--- src/rtl/indexed_list_with_capacity_policy_macros.svh ---
// Assertion macros for the indexed list block.
`ifndef INDEXED_LIST_WITH_CAPACITY_POLICY_MACROS_SVH
`define INDEXED_LIST_WITH_CAPACITY_POLICY_MACROS_SVH
`ifndef SYNTHESIS
`define ILCP_ASSERT_IMP(lbl, ante, cons, msg) \
    lbl: assert property (@(posedge clk) disable iff (!rst_n) (ante) |-> (cons)) \
        else $error(msg);
`define ILCP_ASSERT_NXT(lbl, ante, cons, msg) \
    lbl: assert property (@(posedge clk) disable iff (!rst_n) (ante) |=> (cons)) \
        else $error(msg);
`else
`define ILCP_ASSERT_IMP(lbl, ante, cons, msg)
`define ILCP_ASSERT_NXT(lbl, ante, cons, msg)
`endif
`endif

--- src/rtl/ilcp_pkg.sv ---
// Types and constants shared by the indexed list block.
package ilcp_pkg;

    localparam int WORD_W         = 32;
    localparam int POS_W          = 10;
    localparam int FIELD_W        = 11;
    localparam int CFG_IDX_W      = 3;
    localparam int TREE_RADIX_LOG = 4;
    localparam int TREE_RADIX     = 1 << TREE_RADIX_LOG;

    localparam logic [1:0] CMD_APPEND = 2'd0;
    localparam logic [1:0] CMD_REMOVE = 2'd1;
    localparam logic [1:0] CMD_READ   = 2'd2;

    localparam logic [CFG_IDX_W-1:0] CFG_INIT_CAP = 3'd0;
    localparam logic [CFG_IDX_W-1:0] CFG_GROW     = 3'd1;
    localparam logic [CFG_IDX_W-1:0] CFG_THRESH   = 3'd2;
    localparam logic [CFG_IDX_W-1:0] CFG_DIV      = 3'd3;

    localparam logic [10:0] RST_INIT_CAP = 11'd10;
    localparam logic [4:0]  RST_GROW     = 5'd2;
    localparam logic [6:0]  RST_THRESH   = 7'd4;
    localparam logic [4:0]  RST_DIV      = 5'd2;

    typedef struct packed {
        logic [1:0]              command;
        logic [POS_W-1:0]        position;
        logic signed [WORD_W-1:0] word_in;
    } item_t;

    typedef struct packed {
        logic signed [WORD_W-1:0] word_out;
        logic                     fault;
        logic [FIELD_W-1:0]       count_now;
        logic [FIELD_W-1:0]       capacity_now;
    } res_t;

    typedef struct packed {
        logic              append_en;
        logic              remove_en;
        logic              sel_en;
        logic [POS_W-1:0]  pos;
        logic [WORD_W-1:0] word;
    } arr_cmd_t;

    typedef struct packed {
        logic load;
        logic shift;
        logic sel;
    } cell_ctl_t;

    typedef enum logic [1:0] {
        ST_IDLE,
        ST_EXEC,
        ST_WAIT
    } state_t;

endpackage

--- src/rtl/ilcp_ctrl.sv ---
// Command sequencer, capacity policy, serial divider and configuration registers.
module ilcp_ctrl
    import ilcp_pkg::*;
#(
    parameter int DEPTH    = 1024,
    parameter int CNT_W    = 11,
    parameter int TREE_LVL = 3
)
(
    input  logic                 clk,
    input  logic                 rst_n,
    input  logic                 start,
    output logic                 busy,
    input  item_t                item,
    input  logic                 cfg_valid,
    output logic                 cfg_ready,
    input  logic [CFG_IDX_W-1:0] cfg_index,
    input  logic [FIELD_W-1:0]   cfg_data,
    input  logic [WORD_W-1:0]    root,
    output logic [CNT_W-1:0]     count,
    output arr_cmd_t             acmd,
    output logic                 result_valid,
    output res_t                 result
);

    localparam int CMP_W    = (CNT_W > FIELD_W) ? CNT_W : FIELD_W;
    localparam int K_RD     = TREE_LVL - 1;
    localparam int K_REM    = (K_RD > CNT_W) ? K_RD : CNT_W;
    localparam int DIV_LAST = K_REM - CNT_W;
    localparam int WT_W     = $clog2(K_REM + 1);
    localparam int GROW_W   = CNT_W + 5;
    localparam int MUL_W    = CNT_W + 7;
    localparam logic [CNT_W-1:0] RST_CAP =
        (DEPTH < int'(RST_INIT_CAP)) ? CNT_W'(DEPTH) : CNT_W'(RST_INIT_CAP);

    state_t             state_reg, state_next;
    item_t              item_reg, item_next;
    logic [CNT_W-1:0]   count_reg, count_next;
    logic [CNT_W-1:0]   cap_reg, cap_next;
    logic [10:0]        init_reg, init_next;
    logic [4:0]         grow_reg, grow_next;
    logic [6:0]         thr_reg, thr_next;
    logic [4:0]         div_reg, div_next;
    logic [WT_W-1:0]    dly_reg, dly_next;
    logic [CNT_W-1:0]   quo_reg, quo_next;
    logic [4:0]         rem_reg, rem_next;
    logic [WORD_W-1:0]  hold_reg, hold_next;
    logic               shrink_reg, shrink_next;
    res_t               res_reg, res_next;
    logic               res_valid_reg, res_valid_next;

    logic               idx_ok;
    logic               append_ok;
    logic               remove_ok;
    logic               read_ok;
    logic [GROW_W-1:0]  grown;
    logic [CNT_W-1:0]   count_dec;
    logic [6:0]         thr_eff;
    logic               sparse;
    logic [5:0]         trial;
    logic               q_bit;

    assign idx_ok    = CMP_W'(item_reg.position) < CMP_W'(count_reg);
    assign append_ok = (item_reg.command == CMD_APPEND) && (count_reg != CNT_W'(DEPTH));
    assign remove_ok = (item_reg.command == CMD_REMOVE) && idx_ok;
    assign read_ok   = (item_reg.command == CMD_READ) && idx_ok;
    assign count_dec = count_reg - 1'b1;
    assign thr_eff   = (thr_reg < {2'b00, div_reg}) ? {1'b0, div_reg, 1'b0} : thr_reg;
    assign sparse    = (MUL_W'(count_dec) * MUL_W'(thr_eff)) < MUL_W'(cap_reg);
    assign trial     = {rem_reg, quo_reg[CNT_W-1]};
    assign q_bit     = trial >= {1'b0, div_reg};

    always_comb
    begin
        grown = GROW_W'(cap_reg) * GROW_W'(grow_reg);
        if (grown == '0)
        begin
            grown = GROW_W'(1);
        end
        if (grown > GROW_W'(DEPTH))
        begin
            grown = GROW_W'(DEPTH);
        end
        if (grown <= GROW_W'(count_reg))
        begin
            grown = GROW_W'(count_reg) + 1'b1;
        end
    end

    always_comb
    begin
        state_next     = state_reg;
        item_next      = item_reg;
        count_next     = count_reg;
        cap_next       = cap_reg;
        init_next      = init_reg;
        grow_next      = grow_reg;
        thr_next       = thr_reg;
        div_next       = div_reg;
        dly_next       = dly_reg;
        quo_next       = quo_reg;
        rem_next       = rem_reg;
        hold_next      = hold_reg;
        shrink_next    = shrink_reg;
        res_next       = res_reg;
        res_valid_next = 1'b0;
        acmd           = '0;
        acmd.pos       = item_reg.position;
        acmd.word      = item_reg.word_in;

        if (cfg_valid)
        begin
            case (cfg_index)
                CFG_INIT_CAP:
                begin
                    init_next  = cfg_data;
                    count_next = '0;
                    cap_next   = (CMP_W'(cfg_data) > CMP_W'(DEPTH)) ?
                                 CNT_W'(DEPTH) : CNT_W'(cfg_data);
                end
                CFG_GROW:   grow_next = cfg_data[4:0];
                CFG_THRESH: thr_next  = cfg_data[6:0];
                CFG_DIV:    div_next  = cfg_data[4:0];
                default:    ;
            endcase
        end

        case (state_reg)
            ST_IDLE:
            begin
                if (start)
                begin
                    item_next  = item;
                    state_next = ST_EXEC;
                end
            end
            ST_EXEC:
            begin
                acmd.append_en = append_ok;
                acmd.remove_en = remove_ok;
                acmd.sel_en    = remove_ok || read_ok;
                hold_next      = '0;
                quo_next       = cap_reg;
                rem_next       = '0;
                shrink_next    = (div_reg != '0) && sparse;
                if (append_ok)
                begin
                    count_next = count_reg + 1'b1;
                    if (count_reg >= cap_reg)
                    begin
                        cap_next = CNT_W'(grown);
                    end
                end
                if (remove_ok)
                begin
                    count_next = count_dec;
                end
                if (remove_ok || read_ok)
                begin
                    dly_next   = remove_ok ? WT_W'(K_REM) : WT_W'(K_RD);
                    state_next = ST_WAIT;
                end
                else
                begin
                    res_next.word_out     = '0;
                    res_next.fault        = !append_ok;
                    res_next.count_now    = FIELD_W'(count_next);
                    res_next.capacity_now = FIELD_W'(cap_next);
                    res_valid_next        = 1'b1;
                    state_next            = ST_IDLE;
                end
            end
            ST_WAIT:
            begin
                hold_next = hold_reg | root;
                if ((item_reg.command == CMD_REMOVE) && (dly_reg > WT_W'(DIV_LAST)))
                begin
                    rem_next = q_bit ? 5'(trial - {1'b0, div_reg}) : trial[4:0];
                    quo_next = CNT_W'({quo_reg, q_bit});
                end
                if (dly_reg == '0)
                begin
                    if ((item_reg.command == CMD_REMOVE) && shrink_reg &&
                        (CMP_W'(quo_reg) >= CMP_W'(init_reg)))
                    begin
                        cap_next = quo_reg;
                    end
                    res_next.word_out     = hold_reg | root;
                    res_next.fault        = 1'b0;
                    res_next.count_now    = FIELD_W'(count_reg);
                    res_next.capacity_now = FIELD_W'(cap_next);
                    res_valid_next        = 1'b1;
                    state_next            = ST_IDLE;
                end
                else
                begin
                    dly_next = dly_reg - 1'b1;
                end
            end
            default:
            begin
                state_next = ST_IDLE;
            end
        endcase
    end

    always_ff @(posedge clk or negedge rst_n)
    begin
        if (!rst_n)
        begin
            state_reg     <= ST_IDLE;
            count_reg     <= '0;
            cap_reg       <= RST_CAP;
            init_reg      <= RST_INIT_CAP;
            grow_reg      <= RST_GROW;
            thr_reg       <= RST_THRESH;
            div_reg       <= RST_DIV;
            dly_reg       <= '0;
            res_valid_reg <= 1'b0;
        end
        else
        begin
            state_reg     <= state_next;
            count_reg     <= count_next;
            cap_reg       <= cap_next;
            init_reg      <= init_next;
            grow_reg      <= grow_next;
            thr_reg       <= thr_next;
            div_reg       <= div_next;
            dly_reg       <= dly_next;
            res_valid_reg <= res_valid_next;
        end
    end

    always_ff @(posedge clk)
    begin
        item_reg   <= item_next;
        quo_reg    <= quo_next;
        rem_reg    <= rem_next;
        hold_reg   <= hold_next;
        shrink_reg <= shrink_next;
        res_reg    <= res_next;
    end

    assign busy         = state_reg != ST_IDLE;
    assign cfg_ready    = 1'b1;
    assign count        = count_reg;
    assign result_valid = res_valid_reg;
    assign result       = res_reg;

endmodule

--- config.mk ---
export PLATFORM = sky130hd
export DESIGN_NAME = ilcp_ctrl
export DESIGN_NICKNAME = d
export VERILOG_FILES = /design/src/rtl/indexed_list_with_capacity_policy_macros.svh /design/src/rtl/ilcp_pkg.sv /design/src/rtl/ilcp_ctrl.sv
export SDC_FILE = /design/constraint.sdc
export NUM_CORES = 1
export LEC_CHECK = 0
export BUFFER_PORTS_ARGS = -buffer_cell sky130_fd_sc_hd__buf_2
export CORE_MARGIN = 1
export CORE_UTILIZATION = 54
export CTS_BUF_LIST = sky130_fd_sc_hd__clkbuf_16
export DETAILED_ROUTE_END_ITERATION = 12
export MAX_ROUTING_LAYER = met4
export PLACE_DENSITY = 0.79
export SLEW_MARGIN = 15
export SYNTH_ARGS = -nofsm -noshare
export SYNTH_HDL_FRONTEND = slang
export SYNTH_SLANG_ARGS = --single-unit
--- constraint.sdc ---
create_clock -name clk -period 7 [get_ports clk]
set_input_delay 1.05 -clock clk [delete_from_list [all_inputs] [get_ports clk]]
set_output_delay 1.05 -clock clk [all_outputs]
set_load 0.01 [all_outputs]
; Word-level counts from Yosys, hierarchy flattened
; Index checks and enable logic that the tools add are counted.
; Widths: inputs -> output; s select.
[classes]
mux = 38
mul = 2
n_bitwise = 1
n_addsub = 5
n_reduce_logical = 26
n_lt_le_gt_ge = 10
n_eq_ne = 14
[op_table]
columns = operator, n
row1 = $mux 11, 14
row2 = $mux 55, 2
row3 = $pmux 55 s2, 1
row4 = $pmux 32 s2, 1
row5 = $pmux 11 s2, 2
row6 = $mux 16, 2
row7 = $or 32x32->32, 1
row8 = $add 11x1->11 const B, 2
row9 = $ge 11x11->1, 2
row10 = $lt 18x11->1, 1
row11 = $mul 11x7->18, 1
row12 = $gt 16x11->1 const B, 1
row13 = $le 16x11->1, 1
row14 = $logic_not 16->1, 1
row15 = $mul 11x5->16, 1
row16 = $reduce_and 2->1, 7
row17 = $mux 4, 3
row18 = $ne 2x2->1 const B, 6
row19 = $gt 11x11->1 const B, 1
row20 = $lt 10x11->1, 1
row21 = $ne 11x11->1 const B, 1
row22 = $sub 11x1->11 const B, 1
row23 = $mux 5, 2
row24 = $pmux 5 s2, 1
row25 = other kinds (25), 40
[totals]
register_bits = 205
output_inout_bits = 114
input_bits = 94

; Longest topological paths before layout
[logic_depth]
word_depth = 11
depth_mapped = 33

; Worst setup path before layout
; No wires, ideal clock.
[synth_path]
path_kind = reg-to-reg
from = reg div_reg[1]
to = reg shrink_reg (data pin)
path_stages_with_launch = 30
arrival_time_ps = 7107
slack_ps = -283
setup_ps = 176
required_ps = 6824
path_buffers = 2
cell_sequence = dfstp_2 -> inv_1 -> ha_1 -> a21o_1 -> a21oi_1 -> o21bai_1 -> a2111o_1 -> clkbuf_1 -> o21ai_0 -> clkbuf_1 -> nand2_1 -> fa_1 -> inv_1 -> fa_1 -> fa_1 -> fa_1 -> ha_1 -> or2_2 -> o31a_1 -> o211ai_1 -> nand2b_1 -> xor2_1 -> ha_1 -> a2111oi_0 -> nand3_1 -> a211o_1 -> a211oi_1 -> o31ai_1 -> a311o_1 -> nor4_1
[synth_between]
elab_chain_cells = 5
elab_cells_between_ends = 6
cone_classes = mul: 1 / order compare: 2 / mux: 1 / reduce/logical: 2
[synth_rtl]
columns = element, line
row1 = "start, declared", ilcp_ctrl.sv:43  ; logic [4:0] div_reg, div_next;
row2 = "start signal, assigned", ilcp_ctrl.sv:229  ; div_reg <= div_next;
row3 = $lt 7x5->1, ilcp_ctrl.sv:68  ; assign thr_eff = (thr_reg < {2'b00, div_reg}) ? {1'b0, div_reg, 1'b0} : thr_reg;
row4 = $mux 7, ilcp_ctrl.sv:68
row5 = $mul 11x7->18, ilcp_ctrl.sv:69  ; assign sparse = (MUL_W'(count_dec) * MUL_W'(thr_eff)) < MUL_W'(cap_reg);
row6 = $lt 18x11->1, ilcp_ctrl.sv:69
row7 = $logic_and 1x1->1 (*), ilcp_ctrl.sv:145  ; shrink_next = (div_reg != '0) && sparse;
row8 = "end signal, assigned", ilcp_ctrl.sv:241  ; shrink_reg <= shrink_next;
row9 = "end, declared", ilcp_ctrl.sv:48  ; logic shrink_reg, shrink_next;
; Mark *: on every way between the ends. The rest lies on a longest branch, timed or not.
; A chain may end at the register's enable or synchronous reset.

; Worst setup path in the final report
; Same ends and word-level chain as after synthesis.

==> out/qor.yml <==
status: "complete, but fails checks"
violations: "setup timing"
cts.sinks: 205
synth_top_family_by_area: "adder cells"
crit_path_max_fanout: 6
hold_path_class: "reg -> reg"
cts.hold.buffers_added: 0
tightestPinTransition_ps: 1130
grt_pass1_vias: 12600
dr.pass1.iters: 5
dpl.cell_count: 2098
fin_nets: 2051
antenna_found_initial: 1
die-area_um2: 28900
largest_reg_flops: 55
dp_hpwl_um: 32300
clk_latency_ps: 520
end_kind: "flop"
skew_ps: 7.90
finalHoldViolations: 0
gp_congestion: 0.960
synth_compound_area_frac: 0.131
clockBufferDepth: 3
via_per_inst: 5.86
tritoncts: "yes"
grt_usage: 0.304
postLayoutSetupSlackWorst_ps: -41.6
synth_nets: 1817
wl_per_cell_um: 19.8
synthAdderAreaFrac: 0.200
slew_headroom: 0.248
worst-setup-path-type: "reg -> reg"
muxShareOfSynthArea: 0.0312
synth_xor_area_frac: 0.0270
io_pins: 208
grt_max_degree: 66
maxCapViolCount: 0
max_clock_freq_ghz: 0.142
path_common_cell: "ha_1"
syn_area_um2: 15200
gr-total-overflow: 0
ant_nets: 0
synth_cell_types: 81
grt_pass1_wl_um: 66300
synth_ff_type: "edfxtp_1"
period_needed_ps: 7040
postSynthAreaPerCell_um2: 9.99
drive_above_1_share: 0.253
start_util: 0.548
core_region_area_um2: 27800
ys_warn_count: 0
die_width_um: 170
io_buffers: 206
syn_inst: 1523
area_delta_synth_final_pct: 18.1
synth-simple-area-share: 0.154
worstSetupStartpointType: "flop"
arrival_ps: 7390
crit_required_ps: 7350
synth_edf_count: 148
critPathSlowestCell: "fa_1"
drt_iter0_markers: 1200
rsz0062_at_grt: "true"
cts-root-buf: "clkbuf_16"
clk_pin_slew_worst_paths_ps: 60
rows: 61
fin_crit_sh: 1.01
setup_tns_ps: -41.6
max_stage_delay_ps: 540
async_flop_share: 0.278
die_h_um: 170
drc: 0
ys_seq_elements: 205
cts.htree.levels: 1
vias: 12600
yosysSeqAreaShare: 0.386
cts_buffers: 24
maxSlewViolCount: 0
fin_cells: 2153
wl_um: 42700
finalSetupViolations: 1
kinds of logic after synthesis:
kind of cell | after synthesis
compound gates | 296
other cells | 1
buf+inv | 238
fa+ha+maj | 200
flops | 205
mux | 44
simple gates | 492
xor+xnor | 47
placed cells by master (no fill, tap or decap), types with 13 or more instances in the layout:
| cell type | n |
|---|---|
| dfrtp_1 | 47 |
| nor3_1 | 25 |
| inv_1 | 143 |
| mux2_2 | 27 |
| nand2b_1 | 23 |
| and2_1 | 47 |
| edfxtp_1 | 148 |
| nand2_1 | 136 |
| o21ai_0 | 76 |
| nor2_1 | 145 |
| a21oi_1 | 45 |
| ha_1 | 119 |
| fa_1 | 70 |
| o21a_1 | 13 |
| a21o_1 | 25 |
| mux2i_1 | 16 |
| clkbuf_16 | 24 |
| buf_4 | 96 |
| nand3_1 | 27 |
| xnor2_1 | 35 |
| buf_2 | 206 |
| nor2b_1 | 19 |
area by class of cell:
type | count | area [µm²]
timing repair buffer | 307 | 1810
fill | 2256 | 9810
sequential | 205 | 5880
multi-input combinational | 1080 | 8550
inverter | 139 | 522
clock buffer | 24 | 601
antenna | 1 | 2.50
tap | 378 | 473
clock inverter | 19 | 131
metal layers:
layer | global-route usage | vias to the layer above | wire [µm]
li1 | - | 5750 | -
met1 | 0.382 | 6209 | 17000
met2 | 0.503 | 520 | 21100
met3 | 0.0295 | 147 | 2520
met4 | 0.132 | 0 | 2030
met5 | - | - | 0
Yosys cell counts (all sizes together) (3+ instances only):
| cell | n | area share |
|---|---|---|
| and2 | 48 | 0.020 |
| nand2 | 138 | 0.034 |
| nor2b | 19 | 0.0078 |
| nor2 | 152 | 0.037 |
| and4 | 4 | 0.0023 |
| a31oi | 9 | 0.0037 |
| a211oi | 12 | 0.0059 |
| a22o | 6 | 0.0035 |
| fa | 72 | 0.095 |
| and3 | 11 | 0.0045 |
| a32oi | 3 | 0.0017 |
| a22oi | 6 | 0.0030 |
| nand2b | 23 | 0.0095 |
| buf | 51 | 0.024 |
| a21o | 25 | 0.012 |
| o21bai | 5 | 0.0025 |
| clkbuf | 48 | 0.012 |
| nand3b | 5 | 0.0025 |
| a211o | 6 | 0.0035 |
| o31ai | 20 | 0.011 |
| edfxtp | 148 | 0.29 |
| mux2 | 27 | 0.020 |
| nor4 | 8 | 0.0037 |
| xor2 | 12 | 0.0069 |
| o21ai | 86 | 0.029 |
| o211ai | 11 | 0.0054 |
| nor3 | 26 | 0.0085 |
| nand3 | 27 | 0.0089 |
| a21boi | 4 | 0.0020 |
| o22ai | 9 | 0.0037 |
| dfstp | 7 | 0.012 |
| o21a | 14 | 0.0070 |
| o31a | 3 | 0.0017 |
| dfrtp | 50 | 0.082 |
| a221oi | 3 | 0.0017 |
| nor3b | 4 | 0.0020 |
| ha | 128 | 0.11 |
| inv | 139 | 0.034 |
| xnor2 | 35 | 0.020 |
| or3 | 9 | 0.0037 |
| a2111oi | 4 | 0.0048 |
| mux2i | 17 | 0.011 |
| nand4 | 9 | 0.0041 |
| a21oi | 51 | 0.017 |
worst max-delay path: cells and delay by family, from the launching register on:
family | cells | cell delay [ps]
AND/OR/NAND/NOR | 6 | 580
buffers and inverters | 6 | 470
adder cells (fa/ha/maj) | 7 | 2470
AO/OA/AOI/OAI | 12 | 2620
XOR/XNOR | 1 | 160
flip-flops | 1 | 530
timing repair:
action,CTS,global route
buffers inserted,5,7
endpoints found under the hold margin,0,0
gates resized for setup,14,46
pin swaps,18,20
endpoints found under the setup margin,2,22
metrics by stage:
stage | setup slack, ps | utilization | cell area [µm²] | hold slack (ps)
floorplan | 6.11 | - | 15300 | 452
global placement | -124 | 0.609 | 16900 | 474
CTS | 12.3 | 0.638 | 17700 | 494
global route | -377 | 0.647 | 18000 | 530
finish | -41.6 | 0.647 | 18000 | 499
detailed placement | -294 | 0.609 | 16900 | 479
worst paths after layout:
kind	start	endpoint	slack (ps)	cells after the start
min reg2reg	init_reg[0]$_DFFE_PN0P_	init_reg[0]$_DFFE_PN0P_	500	2
max in group asynchronous	rst_n	grow_reg[3]$_DFFE_PN0P_	5730	2
max reg2reg	div_reg[1]$_DFFE_PN1P_	shrink_reg$_DFFE_PP_	-40	32
min	init_reg[0]$_DFFE_PN0P_	init_reg[0]$_DFFE_PN0P_	500	2
min in group asynchronous	rst_n	div_reg[3]$_DFFE_PN0P_	700	2
max	div_reg[1]$_DFFE_PN1P_	shrink_reg$_DFFE_PP_	-40	32
Power is not shown: default switching activity piles up to over one toggle a cycle in this logic, so the estimate is an artifact.
