`src/rtl/indexed_list_with_capacity_policy_macros.svh`:
```
// Assertion macros for the indexed list block.
`ifndef INDEXED_LIST_WITH_CAPACITY_POLICY_MACROS_SVH
`define INDEXED_LIST_WITH_CAPACITY_POLICY_MACROS_SVH
`ifndef SYNTHESIS
`define ILCP_ASSERT_IMP(lbl, ante, cons, msg) \
    lbl: assert property (@(posedge clk) disable iff (!rst_n) (ante) |-> (cons)) \
        else $error(msg);
`define ILCP_ASSERT_NXT(lbl, ante, cons, msg) \
    lbl: assert property (@(posedge clk) disable iff (!rst_n) (ante) |=> (cons)) \
        else $error(msg);
`else
`define ILCP_ASSERT_IMP(lbl, ante, cons, msg)
`define ILCP_ASSERT_NXT(lbl, ante, cons, msg)
`endif
`endif

```
`src/rtl/ilcp_pkg.sv`:
```
// Types and constants shared by the indexed list block.
package ilcp_pkg;

    localparam int WORD_W         = 32;
    localparam int POS_W          = 10;
    localparam int FIELD_W        = 11;
    localparam int CFG_IDX_W      = 3;
    localparam int TREE_RADIX_LOG = 4;
    localparam int TREE_RADIX     = 1 << TREE_RADIX_LOG;

    localparam logic [1:0] CMD_APPEND = 2'd0;
    localparam logic [1:0] CMD_REMOVE = 2'd1;
    localparam logic [1:0] CMD_READ   = 2'd2;

    localparam logic [CFG_IDX_W-1:0] CFG_INIT_CAP = 3'd0;
    localparam logic [CFG_IDX_W-1:0] CFG_GROW     = 3'd1;
    localparam logic [CFG_IDX_W-1:0] CFG_THRESH   = 3'd2;
    localparam logic [CFG_IDX_W-1:0] CFG_DIV      = 3'd3;

    localparam logic [10:0] RST_INIT_CAP = 11'd10;
    localparam logic [4:0]  RST_GROW     = 5'd2;
    localparam logic [6:0]  RST_THRESH   = 7'd4;
    localparam logic [4:0]  RST_DIV      = 5'd2;

    typedef struct packed {
        logic [1:0]              command;
        logic [POS_W-1:0]        position;
        logic signed [WORD_W-1:0] word_in;
    } item_t;

    typedef struct packed {
        logic signed [WORD_W-1:0] word_out;
        logic                     fault;
        logic [FIELD_W-1:0]       count_now;
        logic [FIELD_W-1:0]       capacity_now;
    } res_t;

    typedef struct packed {
        logic              append_en;
        logic              remove_en;
        logic              sel_en;
        logic [POS_W-1:0]  pos;
        logic [WORD_W-1:0] word;
    } arr_cmd_t;

    typedef struct packed {
        logic load;
        logic shift;
        logic sel;
    } cell_ctl_t;

    typedef enum logic [1:0] {
        ST_IDLE,
        ST_EXEC,
        ST_WAIT
    } state_t;

endpackage

```
`src/rtl/ilcp_cell.sv`:
```
// One storage cell of the word chain: load, shift down from its upper neighbor, tap out.
module ilcp_cell
    import ilcp_pkg::*;
(
    input  logic              clk,
    input  cell_ctl_t         ctl,
    input  logic [WORD_W-1:0] word_in,
    input  logic [WORD_W-1:0] upper,
    output logic [WORD_W-1:0] word,
    output logic [WORD_W-1:0] tap
);

    logic [WORD_W-1:0] word_reg;
    logic [WORD_W-1:0] word_next;

    always_comb
    begin
        word_next = word_reg;
        if (ctl.load)
        begin
            word_next = word_in;
        end
        else if (ctl.shift)
        begin
            word_next = upper;
        end
    end

    always_ff @(posedge clk)
    begin
        word_reg <= word_next;
    end

    assign word = word_reg;
    assign tap  = ctl.sel ? word_reg : '0;

endmodule

```
`config.mk`:
```
export PLATFORM = sky130hd
export DESIGN_NAME = ilcp_cell
export DESIGN_NICKNAME = d
export VERILOG_FILES = /design/src/rtl/indexed_list_with_capacity_policy_macros.svh /design/src/rtl/ilcp_pkg.sv /design/src/rtl/ilcp_cell.sv
export SDC_FILE = /design/constraint.sdc
export NUM_CORES = 1
export LEC_CHECK = 0
export BUFFER_PORTS_ARGS = -buffer_cell sky130_fd_sc_hd__buf_2
export CAP_MARGIN = 20
export CORE_ASPECT_RATIO = 2
export CORE_MARGIN = 1.5
export CORE_UTILIZATION = 40
export DETAILED_ROUTE_END_ITERATION = 6
export PLACE_DENSITY = 0.88
export SYNTH_ARGS = -nofsm -noshare
export SYNTH_HDL_FRONTEND = slang
export SYNTH_SLANG_ARGS = --single-unit
```
`constraint.sdc`:
```
create_clock -name clk -period 1.9 [get_ports clk]
set_input_delay 0.095 -clock clk [delete_from_list [all_inputs] [get_ports clk]]
set_output_delay 0.095 -clock clk [all_outputs]
set_load 0.01 [all_outputs]
```
---- Word level (Yosys, flattened, before mapping) ----
Index checks and enable logic that the tools add are counted.
storage, ports and cells
  register bits ........................... 32
  input port bits ......................... 68
  output and inout port bits .............. 64
  word-level logic and storage cells ...... 5
operators by class
  mux-type cells .......................... 3
  reductions and logical operators ........ 1
operators with widths
  kind                number
  $mux W32            3
  $reduce_bool A2 Y1  1

---- Logic depth before layout (Yosys ltp) ----
Gate-level depths: netlist (run 1).
  word-level depth ........................ 2
  mapped depth ............................ 3
  depth with buffers taken out ............ 1

---- Least setup slack after synthesis (run 1) ----
Ideal clock, no wire load.
  path kind ............................... input-to-reg
  start ................................... input port ctl[2] (netlist bit)
  end ..................................... register word_reg[0] (netlist: word[0]) (enable)
  library setup time ...................... 390 ps
  data arrival time ....................... 1117 ps
  required time ........................... 1510 ps
  path slack .............................. 392 ps
  cell stages on the path ................. 3
  path buffers ............................ 2
  cells stage by stage .................... buf_6 -> buf_12 -> or2_1
on the way
  longest elaborated chain between the ends .. 1
RTL lines
  what                                 line             RTL
  start: declaration                   ilcp_cell.sv:6   input cell_ctl_t ctl,
  $reduce_bool A2 Y1 (no source line)  -
  end signal: assignment               ilcp_cell.sv:31  word_reg <= word_next;
  end: declaration                     ilcp_cell.sv:13  logic [WORD_W-1:0] word_reg;
Every way passes these cells.
A chain may end at the register's enable or synchronous reset.

---- Final worst setup path (run 1) ----
  start ................................... register word_reg[6] (netlist: word[6])
  end ..................................... output port tap[6]
on the way
  longest elaborated chain between the ends .. 1
RTL lines
  what              line             RTL
  $mux W32          ilcp_cell.sv:35  assign tap = ctl.sel ? word_reg : '0;
  end: declaration  ilcp_cell.sv:10  output logic [WORD_W-1:0] tap
Every way passes these cells.

==> results of run 1 <==
[cells by family after synthesis]
group / Yosys count / synth area share (%)
and+or+nand+nor: 33 / 12.01
DFF: 32 / 55.90
buffers and inverters: 7 / 4.804
muxes: 32 / 27.29
[placed cells by master, fill, tap and decap left out]
cell          n
clkbuf_8      5
buf_2       131
buf_4         4
and2_1       32
edfxtp_1     32
clkinv_1      1
mux2_4       29
mux2_2        3
or2_1         1
clkinvlp_4    2
[area by class of cell]
| class | count | area, sq um | share of cell area (%) |
|---|---|---|---|
| Sequential cell | 32 | 960.9 | 38.83 |
| Timing Repair Buffer | 135 | 685.7 | 27.70 |
| Multi-Input combinational cell | 65 | 675.6 | 27.30 |
| Clock buffer | 5 | 68.82 | 2.781 |
| Tap cell | 52 | 65.06 | 2.629 |
| Clock inverter | 3 | 18.77 | 0.7583 |
[report_power, final]
group / internal [uW] / switching (uW) / leakage (uW)
sequential: 869 / 36.0 / 0.000326
clock: 252 / 256 / 0.0000378
combinational: 241 / 196 / 0.000898
[layer usage]
metal	global-route usage (%)	vias up	wire, microns
met2	34.80	103	2229
li1	-	639	-
met5	0	-	0
met3	5.901	12	434
met4	10.71	0	138
met1	15.59	615	1279
[cell usage after synthesis]
cell      number  area [sq um]
mux2_2         3         33.78
buf_12         3         60.06
edfxtp_1      32         960.9
and2_1        32         200.2
mux2_4        29         435.4
buf_6          1         11.26
or2_1          1         6.260
clkbuf_1       3         11.26
[per-stage QoR]
| step | setup WS, ns | area, sq um | util [%] | instances |
|---|---|---|---|---|
| 2_1_floorplan | 0.3923 | 1719 | - | 104 |
| 3_3_place_gp | 0.5756 | 2387 | 57.82 | 284 |
| 3_5_place_dp | 0.5288 | 2387 | 57.82 | 284 |
| 4_1_cts | 0.7691 | 2475 | 59.94 | 292 |
| 5_1_grt | 0.7502 | 2475 | 59.94 | 292 |
| 6_report | 0.7894 | 2475 | 59.94 | 292 |
[path summary, 6_finish.rpt]
| kind | startpoint | end | slack [ns] | depth (start not counted) |
|---|---|---|---|---|
| worst min-delay path | upper[30] | word[30]$_DFFE_PP_ | 0.10 | 2 |
| worst max-delay path | word[6]$_DFFE_PP_ | tap[6] | 0.79 | 2 |
==> results_dict.tcl, run 1 <==
set metrics [dict create \
    wl_mm 4.082 \
    timing.fmax_mhz 900.5 \
    path_buf_inv 1 \
    cp-start-kind "flip-flop" \
    finalCritPeriodShare_pct 58.45 \
    diodes 0 \
    synthesis.nets 172 \
    syn_avg_cell_area_sq_um 16.53 \
    worstHoldPathType "in2reg" \
    tightestPinTransition_ns 0.4016 \
    die_h_microns 95.71 \
    cts_made_buffers 5 \
    cts_buffer_depth 2 \
    seq_area_frac_synth_pct 55.90 \
    arrival_ns 1.02 \
    cts_tree "yes" \
    slew_violations 0 \
    setup_viol 0 \
    path_max_fanout 2 \
    die_area_sq_mm 0.004724 \
    netlist_area_sq_mm 0.001719 \
    ant_nets 0 \
    vias_per_cell 4.688 \
    ir_drop_mv 0.5328 \
    port_buffers 131 \
    syn_inst 104 \
    grt_antenna_before_repair 0 \
    grt_usage_pct 18.07 \
    period_needed_ns 1.111 \
    p_total_uw 1850 \
    end_kind "output port" \
    yosysUniqueCellTypes 8 \
    overflow 0 \
    io_pins 132 \
    cp_top_family "flip-flops" \
    cts-root-buf "clkbuf_8" \
    route.detailed.drc 0 \
    p_leak_uw 0.001261 \
    cts.sinks 32 \
    rsz0062_at_grt "false" \
    drt-initial-drc-count 11 \
    routed-via-count 1369 \
    max_stage_delay_ns 0.42 \
    area_growth_syn_to_layout_pct 43.96 \
    max_slew_margin_pct 73.22 \
    chipWidth_microns 49.36 \
    coreArea_sq_mm 0.004129 \
    cp.required_ns 1.80 \
    grt_max_degree 33 \
    largest_reg_flops 32 \
    clk_pin_slew_ns 0.07 \
    ctsResizeCount 0 \
    ys_warn_count 0 \
    hold_buffers 0 \
    timing.hold.ws_ns 0.1038 \
    final_net_count 307 \
    fin_setup_tns_ns 0 \
    ys_ff_latch 32 \
    worstSetupPathType "reg2out" \
    hold_violations 0 \
    drive_gt1_share_pct 72.50 \
    fillers 366 \
    rows 33 \
    cap_violations 0 \
    crit_slowest_cell "edfxtp_1" \
    grt_pass1_vias 1323 \
    htreeDepth 2 \
    initial_core_util_pct 41.64 \
    power_density_mw_per_mm2 747.6 \
    cts_setup_buffers 0 \
    grt_pass1_wl_mm 6.072 \
    wire_per_inst_microns 13.98 \
    gp_congestion 0.8615 \
    drtPass1Iterations 4 \
    status "complete, no violations" \
    path_cells "and2_1 -> buf_2" \
]
No activity file was read; power rests on OpenSTA's default activity.
==> inputs of run 2 (changes only) <==
--- a/config.mk
+++ b/config.mk
@@ -5,13 +5,14 @@
 export SDC_FILE = /design/constraint.sdc
 export NUM_CORES = 1
 export LEC_CHECK = 0
+export ABC_AREA = 1
 export BUFFER_PORTS_ARGS = -buffer_cell sky130_fd_sc_hd__buf_2
 export CAP_MARGIN = 20
 export CORE_ASPECT_RATIO = 2
 export CORE_MARGIN = 1.5
-export CORE_UTILIZATION = 40
+export CORE_UTILIZATION = 35
 export DETAILED_ROUTE_END_ITERATION = 6
-export PLACE_DENSITY = 0.88
+export PLACE_DENSITY = 0.83
 export SYNTH_ARGS = -nofsm -noshare
 export SYNTH_HDL_FRONTEND = slang
 export SYNTH_SLANG_ARGS = --single-unit
==> constraint.sdc (replaced) <==
create_clock -name clk -period 0.9 [get_ports clk]
set_input_delay 0.045 -clock clk [delete_from_list [all_inputs] [get_ports clk]]
set_output_delay 0.045 -clock clk [all_outputs]
set_load 0.01 [all_outputs]
==> results_dict.tcl, run 2 <==
set metrics [dict create \
    seq_area_frac_synth_pct 57.74 \
    fin_area_sq_mm 0.002487 \
    cp-start-kind "flip-flop" \
    port_buffers 131 \
    chipWidth_microns 51.76 \
    area_growth_syn_to_layout_pct 49.47 \
    cp.required_ns 0.85 \
    holdPathStages 3 \
    pwr-share-clk_pct 32.4 \
    utilization_pct 54.10 \
    cts.sinks 32 \
    crit_slowest_cell "edfxtp_1" \
    synth_edf_count 32 \
    worst_slack_ns -0.09320 \
    cts_buffer_depth 2 \
    die_area_sq_mm 0.005202 \
    slew_violations 0 \
    io_pins 132 \
    htreeDepth 2 \
    initial_core_util_pct 36.19 \
    rows 35 \
    rsz0062_at_grt "true" \
    ys_ff_latch 32 \
    p_sw_uw 1106 \
    startpoint "word[10]$_DFFE_PP_" \
    cts_setup_buffers 0 \
    p_seq_share_pct 46.1 \
    p_leak_uw 0.001565 \
    max_stage_delay_ns 0.42 \
    path_depth 3 \
    arrival_ns 0.95 \
    grt_max_degree 33 \
    timing.hold.ws_ns 0.02682 \
    most-common-layout-cells "nand2_1, buf_2, edfxtp_1, inv_1, buf_6" \
    largest_reg_flops 32 \
    grt_pass1_vias 1536 \
    cp_top_family "flip-flops" \
    vias_per_cell 4.256 \
    placed_area_sq_mm 0.002336 \
    worstSetupPathType "reg2out" \
    drtPass1Iterations 4 \
    combPwrFrac_pct 21.4 \
    dp_hpwl_mm 3.356 \
    syn_avg_cell_area_sq_um 8.157 \
    syn_inst 204 \
    worstHoldPathType "in2reg" \
    drive_gt1_share_pct 43.75 \
    synthArstFlopShare_pct 0 \
    synth_area_leader_cell "edfxtp_1" \
    synthTopCellsByCount "nand2_1, edfxtp_1, inv_1, buf_4, buf_6" \
    status "finished with violations" \
    dpl.cell_count 383 \
    cap_violations 0 \
    dominantRegCellSynth "edfxtp_1" \
    violations "negative setup slack" \
    wire_per_inst_microns 10.98 \
    p_total_uw 4169 \
    ant_nets 0 \
    fin_cells 391 \
    netlist.area_leader.share_pct 57.74 \
    drt-initial-drc-count 28 \
    tightestPinTransition_ns 0.4562 \
    grt_antenna_before_repair 0 \
    power_density_mw_per_mm2 1676 \
    yosysMostFrequentCell "nand2_1" \
    grt_pass1_wl_mm 6.361 \
    timing.fmax_mhz 1007 \
    hold_buffers 0 \
    wl_mm 4.292 \
    cts_tree "yes" \
    cts-root-buf "clkbuf_8" \
    path_cells "nand2_1 -> inv_1 -> buf_2" \
    overflow 0 \
    swShare_pct 26.52 \
    diodes 0 \
    synthesis.nets 272 \
    finalCritPeriodShare_pct 110.4 \
    fillers 433 \
    die_h_microns 100.5 \
    ir_drop_mv 0.9907 \
    final_net_count 403 \
    synth_area_leaders "edfxtp_1, nand2_1, inv_1, buf_4, buf_6" \
    end_kind "output port" \
    gp_congestion 0.8252 \
    path_max_fanout 2 \
    setup_viol 33 \
    period_needed_ns 0.9932 \
    cts_made_buffers 5 \
    route.detailed.drc 0 \
    internal-power_uw 3064 \
    ys_warn_count 0 \
    max_slew_margin_pct 69.58 \
    path_buf_inv 2 \
    cp-endpoint "tap[10]" \
    grt_usage_pct 16.66 \
    hold_violations 0 \
    netlist_area_sq_mm 0.001664 \
    routed-via-count 1664 \
    yosysUniqueCellTypes 7 \
    final_common_cell "nand2_1" \
    clk_pin_slew_ns 0.07 \
    coreArea_sq_mm 0.004598 \
]
run 2: cell count changes after synthesis, moves of 6 or more:
cell and delta:
inv_1 +32, and2_1 -32, mux2_4 -29, nand2_1 +128, buf_4 +6
run 2: layer usage:
| metal | routed length, microns | global-route usage, % | up-vias |
|---|---|---|---|
| met3 | 296 | 5.045 | 14 |
| met4 | 161 | 12.15 | 0 |
| met5 | 0 | 0 | - |
| li1 | - | - | 863 |
| met1 | 1448 | 16.02 | 710 |
| met2 | 2385 | 28.70 | 77 |
run 2: area by class of cell:
| type | instances | area, sq um | area share [%] |
|---|---|---|---|
| sequential | 32 | 960.9 | 38.63 |
| clock inverter | 3 | 42.54 | 1.710 |
| inverter | 33 | 126.4 | 5.080 |
| clock buffer | 5 | 68.82 | 2.767 |
| timing repair buffer | 134 | 728.2 | 29.28 |
| tap | 55 | 68.82 | 2.767 |
| multi-input combinational | 129 | 491.7 | 19.77 |
run 2: timing repair:
action | in CTS | in global routing
pin swaps | 32 | 6
gates resized for setup | 0 | 9
endpoints found under the setup margin | 40 | 55
run 2: power by group through the flow:
stage	registers (uW)	logic (uW)	clock network, uW
after global placement	1950	854	0
final	1920	893	1350
after detailed placement	1960	870	0
after floorplan	2030	348	0
after global routing	1940	993	1460
after CTS	1920	871	1400
run 2: cell families (layout without fill, tap and decap cells):
logic type	after synthesis	count (layout)	synth area share [%]
DFF	32	32	57.74
and+or+nand+nor	129	129	29.25
buffers and inverters	43	175	13.01
run 2: stage by stage:
| step | setup TNS [ns] | setup WS (ns) |
|---|---|---|
| floorplan | 0 | 0.08612 |
| global placement | -0.07338 | -0.009529 |
| detailed placement | -1.518 | -0.03965 |
| CTS | -2.072 | -0.1031 |
| global route | -3.634 | -0.1608 |
| finish | -1.508 | -0.09320 |
run 2: how the worst min path moves through the flow:
stage / from / end / slack, ns
floorplan: ctl[0] / tap[0] / 0.18
global placement: upper[20] / word[20]$_DFFE_PP_ / 0.31
detailed placement: upper[31] / word[31]$_DFFE_PP_ / 0.31
CTS: upper[31] / word[31]$_DFFE_PP_ / 0.02
global route: upper[31] / word[31]$_DFFE_PP_ / 0.01
finish: upper[31] / word[31]$_DFFE_PP_ / 0.03
==> inputs of run 3 (changes only) <==
--- a/config.mk
+++ b/config.mk
@@ -13,6 +13,7 @@
 export CORE_UTILIZATION = 35
 export DETAILED_ROUTE_END_ITERATION = 6
 export PLACE_DENSITY = 0.83
+export REMOVE_ABC_BUFFERS = 1
 export SYNTH_ARGS = -nofsm -noshare
 export SYNTH_HDL_FRONTEND = slang
 export SYNTH_SLANG_ARGS = --single-unit
==> results_dict.tcl, run 3 (synthesis gave the netlist of run 2 again) <==
set metrics [dict create \
    cts_tree "yes" \
    hold_violations 0 \
    hold_buffers 0 \
    cts_buffer_depth 2 \
    cts-root-buf "clkbuf_8" \
    cp_top_family "flip-flops" \
    finalCritPeriodShare_pct 110.8 \
    max_slew_margin_pct 78.79 \
    slew_violations 0 \
    placed_area_sq_mm 0.002361 \
    startpoint "word[31]$_DFFE_PP_" \
    vias_per_cell 4.369 \
    wl_mm 4.336 \
    violations "negative setup slack" \
    grt_usage_pct 16.53 \
    ant_nets 0 \
    most-common-layout-cells "nand2_1, buf_2, edfxtp_1, inv_1, clkbuf_8" \
    setup_viol 32 \
    path_max_fanout 2 \
    tightestPinTransition_ns 0.3181 \
    dp_hpwl_mm 3.377 \
    worstSetupPathType "reg2out" \
    rows 35 \
    pre_cts_ws_ns -0.06963 \
    cts_made_buffers 5 \
    port_buffers 131 \
    chipWidth_microns 51.76 \
    p_total_uw 4093 \
    grt_max_degree 33 \
    initial_core_util_pct 36.19 \
    drtPass1Iterations 4 \
    cp.required_ns 0.85 \
    drt-initial-drc-count 35 \
    fin_cells 393 \
    route.detailed.drc 0 \
    timing.fmax_mhz 1003 \
    fillers 458 \
    area_growth_syn_to_layout_pct 49.40 \
    grt_antenna_before_repair 0 \
    power_density_mw_per_mm2 1646 \
    io_pins 132 \
    fin_area_sq_mm 0.002486 \
    crit_slowest_cell "edfxtp_1" \
    ir_drop_mv 1.054 \
    cap_violations 0 \
    min_from "upper[29]" \
    period_needed_ns 0.9970 \
    path_cells "nand2_1 -> inv_1 -> buf_2" \
    coreArea_sq_mm 0.004598 \
    fin_setup_tns_ns -1.238 \
    cts_setup_buffers 0 \
    p_leak_uw 0.001572 \
    final_net_count 405 \
    status "finished with violations" \
    die_area_sq_mm 0.005202 \
    wire_per_inst_microns 11.03 \
    diodes 0 \
    worst_slack_ns -0.09701 \
    clk_pin_slew_ns 0.06 \
    htreeDepth 2 \
    end_kind "output port" \
    overflow 0 \
    grt_pass1_wl_mm 6.327 \
    dpl.cell_count 385 \
    routed-via-count 1717 \
    worstHoldPathType "in2reg" \
    max_stage_delay_ns 0.41 \
    cp-start-kind "flip-flop" \
    largest_reg_flops 32 \
    cts.sinks 32 \
    die_h_microns 100.5 \
    path_buf_inv 2 \
    gp_congestion 0.7287 \
    arrival_ns 0.95 \
    rsz0062_at_grt "true" \
    drive_gt1_share_pct 43.49 \
    grt_pass1_vias 1575 \
]
-- run 3: metrics by stage --
| step | utilization (%) | hold slack, ns |
|---|---|---|
| floorplan | - | 0.1791 |
| CTS | 53.66 | 0.02045 |
| detailed placement | 51.35 | 0.3119 |
| global route | 54.07 | 0.02957 |
| global placement | 51.35 | 0.3096 |
| finish | 54.07 | 0.03296 |
-- run 3: final timing paths --
kind	end	slack, ns	cells past startpoint
worst min-delay path	word[29]$_DFFE_PP_	0.03	3
worst max-delay path	tap[31]	-0.1	3
-- run 3: layout make-up --
type                    instances  area [sq um]  share of cell area (%)
clock inverters                 3         37.54                   1.510
clock buffers                   5         68.82                   2.768
inverters                      33         126.4                   5.083
well taps                      55         68.82                   2.768
flip-flops and latches         32         960.9                   38.65
repair buffers                136         737.0                   29.64
multi-input cells             129         486.7                   19.58
-- run 3: repair_timing --
item                                    4_1_cts  5_1_grt
pin swaps                                    20       10
gates resized for setup                       0        6
hold endpoints to repair                      0        0
endpoints found under the setup margin       34       51
-- run 3: worst min-delay path, stage by stage --
cell and delay [ns]:
buf_2 0.07, nand2_1 0.04, nand2_1 0.04
-- run 3: routing by layer --
| metal | wire [microns] | share of wire [%] | GRT usage, % | up-vias |
|---|---|---|---|---|
| li1 | - | - | - | 868 |
| met1 | 1553 | 36 | 16.18 | 753 |
| met2 | 2401 | 55 | 29.39 | 82 |
| met3 | 250 | 5.8 | 4.006 | 14 |
| met4 | 130 | 3.0 | 10.93 | 0 |
| met5 | 0 | 0 | 0 | - |
-- run 3: report_power, final --
group	internal (uW)	leakage [uW]	switching, uW	total (uW)
combinational	406	0.00119	484	889
clock	805	0.0000532	479	1280
sequential	1840	0.000330	83.2	1920
total	3050	0.00157	1050	4090
